<file path="src/design/uniform_grid_rect_index_unit_assert.svh">
// assertion macros for the uniform grid rectangle index
`ifndef UNIFORM_GRID_RECT_INDEX_UNIT_ASSERT_SVH
`define UNIFORM_GRID_RECT_INDEX_UNIT_ASSERT_SVH

// checked outside reset
`define UGRI_ASSERT(label, prop, msg) \
    label: assert property (@(posedge aclk) disable iff (!aresetn) prop) else $error(msg);

// checked on every rising edge, reset included
`define UGRI_ASSERT_ALWAYS(label, prop, msg) \
    label: assert property (@(posedge aclk) prop) else $error(msg);

`endif

</file>
<file path="src/design/ugri_pkg.sv">
// shared types, codes and constants of the uniform grid rectangle index
package ugri_pkg;

    localparam int MAX_RECTS_DEF   = 64;
    localparam int MAX_COLUMNS_DEF = 16;
    localparam int MAX_ROWS_DEF    = 16;

    localparam int CFG_W    = 24;
    localparam int CFG_IDX_W = 3;
    localparam int COORD_W  = 24;
    localparam int SIZE_W   = 23;
    localparam int IDX_W    = 6;
    localparam int DIM_W    = 7;
    localparam int CO_W     = 6;
    localparam int DIV_W    = 25;
    localparam int DIV_CNT_W = 5;
    localparam int EXT_W    = 26;

    localparam logic [SIZE_W-1:0] CELL_MIN = 23'd256;

    localparam logic [1:0] KIND_BEGIN  = 2'd0;
    localparam logic [1:0] KIND_INSERT = 2'd1;
    localparam logic [1:0] KIND_QUERY  = 2'd2;

    localparam logic [CFG_IDX_W-1:0] CFG_BOUNDS_X  = 3'd0;
    localparam logic [CFG_IDX_W-1:0] CFG_BOUNDS_Y  = 3'd1;
    localparam logic [CFG_IDX_W-1:0] CFG_BOUNDS_W  = 3'd2;
    localparam logic [CFG_IDX_W-1:0] CFG_BOUNDS_H  = 3'd3;
    localparam logic [CFG_IDX_W-1:0] CFG_CELL_W    = 3'd4;
    localparam logic [CFG_IDX_W-1:0] CFG_CELL_H    = 3'd5;

    typedef struct packed {
        logic [1:0]                kind;
        logic signed [COORD_W-1:0] pos_x;
        logic signed [COORD_W-1:0] pos_y;
        logic [SIZE_W-1:0]         rect_width;
        logic [SIZE_W-1:0]         rect_height;
        logic [SIZE_W-1:0]         radius;
    } in_word_t;

    typedef struct packed {
        logic [IDX_W-1:0] rect_index;
        logic             found;
        logic             overflow;
        logic             last;
    } out_word_t;

    typedef struct packed {
        logic              start;
        logic [DIV_W-1:0]  dividend;
        logic [SIZE_W-1:0] divisor;
    } div_req_t;

    typedef struct packed {
        logic             busy;
        logic             done;
        logic [DIV_W-1:0] quotient;
    } div_resp_t;

endpackage

</file>
<file path="src/design/ugri_div.sv">
// bit-serial restoring divider for cell coordinates and grid size
module ugri_div (
    input  logic                aclk,
    input  logic                aresetn,
    input  ugri_pkg::div_req_t  req,
    output ugri_pkg::div_resp_t resp
);
    import ugri_pkg::*;

    logic                 busy_reg;
    logic                 done_reg;
    logic [DIV_CNT_W-1:0] cnt_reg;
    logic [DIV_W-1:0]     acc_reg;
    logic [SIZE_W-1:0]    rem_reg;
    logic [SIZE_W-1:0]    divisor_reg;
    logic [SIZE_W:0]      trial;
    logic [SIZE_W:0]      diff;
    logic                 take;

    assign trial = {rem_reg, acc_reg[DIV_W-1]};
    assign diff  = trial - {1'b0, divisor_reg};
    assign take  = trial >= {1'b0, divisor_reg};

    always_ff @(posedge aclk) begin
        if (!aresetn) begin
            busy_reg <= 1'b0;
            done_reg <= 1'b0;
        end else begin
            done_reg <= 1'b0;
            if (req.start) begin
                busy_reg <= 1'b1;
            end else if (busy_reg && cnt_reg == DIV_CNT_W'(DIV_W - 1)) begin
                busy_reg <= 1'b0;
                done_reg <= 1'b1;
            end
        end
    end

    always_ff @(posedge aclk) begin
        if (req.start) begin
            cnt_reg     <= '0;
            acc_reg     <= req.dividend;
            rem_reg     <= '0;
            divisor_reg <= req.divisor;
        end else if (busy_reg) begin
            cnt_reg <= cnt_reg + 1'b1;
            acc_reg <= {acc_reg[DIV_W-2:0], take};
            rem_reg <= take ? diff[SIZE_W-1:0] : trial[SIZE_W-1:0];
        end
    end

    assign resp.busy     = busy_reg;
    assign resp.done     = done_reg;
    assign resp.quotient = acc_reg;

endmodule

</file>
<file path="config.mk">
export PLATFORM = sky130hd
export DESIGN_NAME = ugri_div
export DESIGN_NICKNAME = d
export VERILOG_FILES = /design/src/design/uniform_grid_rect_index_unit_assert.svh /design/src/design/ugri_pkg.sv /design/src/design/ugri_div.sv
export SDC_FILE = /design/constraint.sdc
export NUM_CORES = 1
export LEC_CHECK = 0
export BUFFER_PORTS_ARGS = -buffer_cell sky130_fd_sc_hd__buf_2
export CAP_MARGIN = 20
export CORE_MARGIN = 2
export CORE_UTILIZATION = 50
export CTS_BUF_LIST = sky130_fd_sc_hd__clkbuf_4
export DETAILED_ROUTE_END_ITERATION = 12
export HOLD_SLACK_MARGIN = 0.06
export PLACE_DENSITY = 0.73
export RECOVER_POWER = 50
export SLEW_MARGIN = 5
export SYNTH_ARGS = -nofsm -noshare
export SYNTH_HDL_FRONTEND = slang
export SYNTH_SLANG_ARGS = --single-unit
</file>
<file path="constraint.sdc">
create_clock -name aclk -period 7.1 [get_ports aclk]
set_clock_uncertainty 0.15 [all_clocks]
set_input_delay 0.355 -clock aclk [delete_from_list [all_inputs] [get_ports aclk]]
set_output_delay 0.355 -clock aclk [all_outputs]
set_load 0.005 [all_outputs]
</file>
==> results.json <==
{
  "grt_pass1_wl_mm": 17.7,
  "drt_iter0_drc": 206,
  "routabilityCongestion": 0.914,
  "wirelength_mm": 10.6,
  "fin_area_sq_mm": 0.00548,
  "start_util": 0.512,
  "crit_path_frequent_cell": "clkbuf_1",
  "htreeDepth": 3,
  "grt_antenna_before_repair": 0,
  "finalSetupViolCount": 0,
  "synth_area_per_cell_sq_um": 10.5,
  "synth_top_cell_by_area": "edfxtp_1",
  "ys_seq_area_frac": 0.462,
  "dr.pass1.iters": 4,
  "route.detailed.drc": 0,
  "place_hpwl_mm": 6.62,
  "clk_pin_slew_worst_paths_ns": 0.13,
  "syn_inst": 422,
  "synth_top_cell_area_share": 0.326,
  "vias_per_cell": 5.64,
  "grt_max_degree": 63,
  "worstMarginPinSlew_ns": 3.23,
  "postPlaceCellArea_sq_mm": 0.00486,
  "synth_nets": 499,
  "post_route_cells_drive_above_1_share": 0.236,
  "yosys_register_bits": 78,
  "violations": "max-capacitance violations, max-slew violations",
  "post-place-ws_ns": 3.93,
  "synth-async-reset-ratio": 0,
  "critPathKind": "in2reg",
  "p_leak_nw": 2.28,
  "clk_path_buf_depth": 2,
  "slew_viol_final": 63,
  "ir_drop_uv": 129,
  "cp.arrival_ns": 3.79,
  "end_kind": "register",
  "rsz0062_at_grt": "false",
  "grt.overflow.total": 0,
  "route.vias.total": 3687,
  "clkSinkCount": 78,
  "clk_latency_ns": 0.44,
  "max_slew_margin": -1.15,
  "synth_warnings": 0,
  "synth_enable_flop_cells": 48,
  "wire_per_inst_microns": 16.2,
  "die_area_sq_mm": 0.00961,
  "fin_crit_ns": 3.64,
  "root_buffer": "clkbuf_4",
  "crit_path_max_fanout": 62,
  "crit_required_ns": 7.26,
  "cts_resized": 0,
  "worst_setup_path_start_kind": "primary input",
  "powerDensity_mw_per_mm2": 182,
  "min_path_type": "reg2reg",
  "cp_cell_sequence": "clkbuf_1 -> clkbuf_1 -> nand2b_1 -> o311ai_1",
  "hold_violations": 0,
  "fin_util": 0.635,
  "num-nets-final": 618,
  "syn_to_final_growth_pct": 23.9,
  "ant_nets": 0,
  "setup_tns_ns": 0,
  "rows": 34,
  "syn_area_sq_mm": 0.00442,
  "setup_ws_ns": 3.46,
  "coreArea_sq_mm": 0.00864,
  "post-cts-setup-buffers": 0,
  "yosys-top-cells-area": "edfxtp_1, dfxtp_1, ha_1",
  "status": "complete, but fails checks",
  "cap_violations": 1,
  "synthFlopType": "edfxtp_1",
  "io_pins": 78,
  "grt_pass1_vias": 3783,
  "die_h_microns": 98.0,
  "finalCritPeriodShare": 0.513,
  "numCtsBuffers": 9,
  "largest_register_ffs": 25,
  "cp_slowest_cell": "clkbuf_1",
  "ys_types": 56,
  "antenna_cells": 0,
  "portBuffers": 77,
  "slowest_delay_ns": 2.29,
  "die_w_microns": 98.0,
  "grt_use_total": 0.226,
  "max_freq_mhz": 275,
  "cts_tree": "yes"
}
==> worst max-delay path: cells and delay by family <==
kind                   cells  cell delay (ns)
buffers and inverters      2             2.49
AND/OR/NAND/NOR            1             0.74
AO/OA/AOI/OAI              1             0.17
==> worst paths after layout <==
path / endpoint / slack [ns] / cells after the start / start
hold reg to reg: rem_reg[15]$_SDFFE_PP0P_ / 0.33 / 2 / rem_reg[15]$_SDFFE_PP0P_
setup reg to reg: rem_reg[9]$_SDFFE_PP0P_ / 3.74 / 10 / acc_reg[24]$_DFFE_PP_
setup / recovery: rem_reg[4]$_SDFFE_PP0P_ / 3.46 / 4 / req[48]
hold / removal: rem_reg[15]$_SDFFE_PP0P_ / 0.33 / 2 / rem_reg[15]$_SDFFE_PP0P_
==> metal layers <==
| layer | part of all wire | track usage | vias to the layer above | wire length, microns |
|---|---|---|---|---|
| li1 | - | - | 1799 | - |
| met1 | 0.43 | 0.283 | 1734 | 4580 |
| met2 | 0.48 | 0.374 | 131 | 5100 |
| met3 | 0.068 | 0.0594 | 23 | 724 |
| met4 | 0.018 | 0.0919 | 0 | 195 |
| met5 | 0 | 0 | - | 0 |
==> power by group <==
| group | internal [mW] | switching (mW) | leakage (nW) |
|---|---|---|---|
| Clock | 0.0761 | 0.176 | 0.0625 |
| Sequential | 0.518 | 0.0170 | 0.721 |
| Combinational | 0.101 | 0.109 | 1.50 |
==> Yosys cell counts (3+ instances only) <==
master    count
a211o_1       3
a211oi_1      6
a21o_1        7
a21oi_1      21
a32oi_1       9
and3_1        4
buf_1         4
buf_2         5
clkbuf_1     10
dfxtp_1      30
edfxtp_1     48
ha_1         25
inv_1        31
mux2_2       26
mux2i_1      10
nand2_1      32
nand3_1      12
nand4_1      10
nor2_1       27
nor2b_1       5
nor3_1        4
o21ai_0      11
o21ai_1      10
o21bai_1      3
o311ai_1      3
o31ai_1       5
xnor2_1      11
xor2_1        8
==> cell type report <==
type | count | area (sq um)
Inverter | 31 | 116
Timing Repair Buffer | 130 | 903
Multi-Input combinational cell | 291 | 2160
Sequential cell | 78 | 2040
Tap cell | 108 | 135
Clock buffer | 9 | 67.6
Clock inverter | 7 | 56.3
Fill cell | 703 | 3160
==> what timing repair did <==
action	in CTS	in global routing
setup endpoints to repair	0	0
endpoints found under the hold margin	50	0
hold buffers	49	0
==> metrics by stage <==
stage | total power [mW] | hold slack, ns | instances
after global placement | 0.723 | 0.306 | 587
after floorplan | 0.667 | 0.295 | 422
after global routing | 1.05 | 0.349 | 654
after detailed placement | 0.727 | 0.313 | 588
final | 0.998 | 0.327 | 654
after CTS | 0.999 | 0.263 | 653
==> cells in the final DEF, fill, tap and decap left out, drive strengths merged, types with 13 or more instances in the layout <==
cell | Yosys | layout
buf | 12 | 77
edfxtp | 48 | 48
nand2 | 34 | 34
dlygate4sd3 | 0 | 49
nor2 | 27 | 27
dfxtp | 30 | 30
ha | 25 | 25
o21ai | 21 | 21
a21oi | 23 | 23
inv | 31 | 34
clkbuf | 10 | 13
mux2 | 26 | 26
==> cell families after synthesis <==
| family | after synthesis | share of synthesized area |
|---|---|---|
| AO/OA/AOI/OAI | 100 | 0.163 |
| XOR/XNOR | 19 | 0.0376 |
| adder cells (fa/ha/maj) | 26 | 0.0753 |
| buffers and inverters | 53 | 0.0498 |
| flip-flops | 78 | 0.462 |
| multiplexers | 36 | 0.0889 |
| AND/OR/NAND/NOR | 110 | 0.124 |
Note: power is estimated with default switching activity, not from simulation.
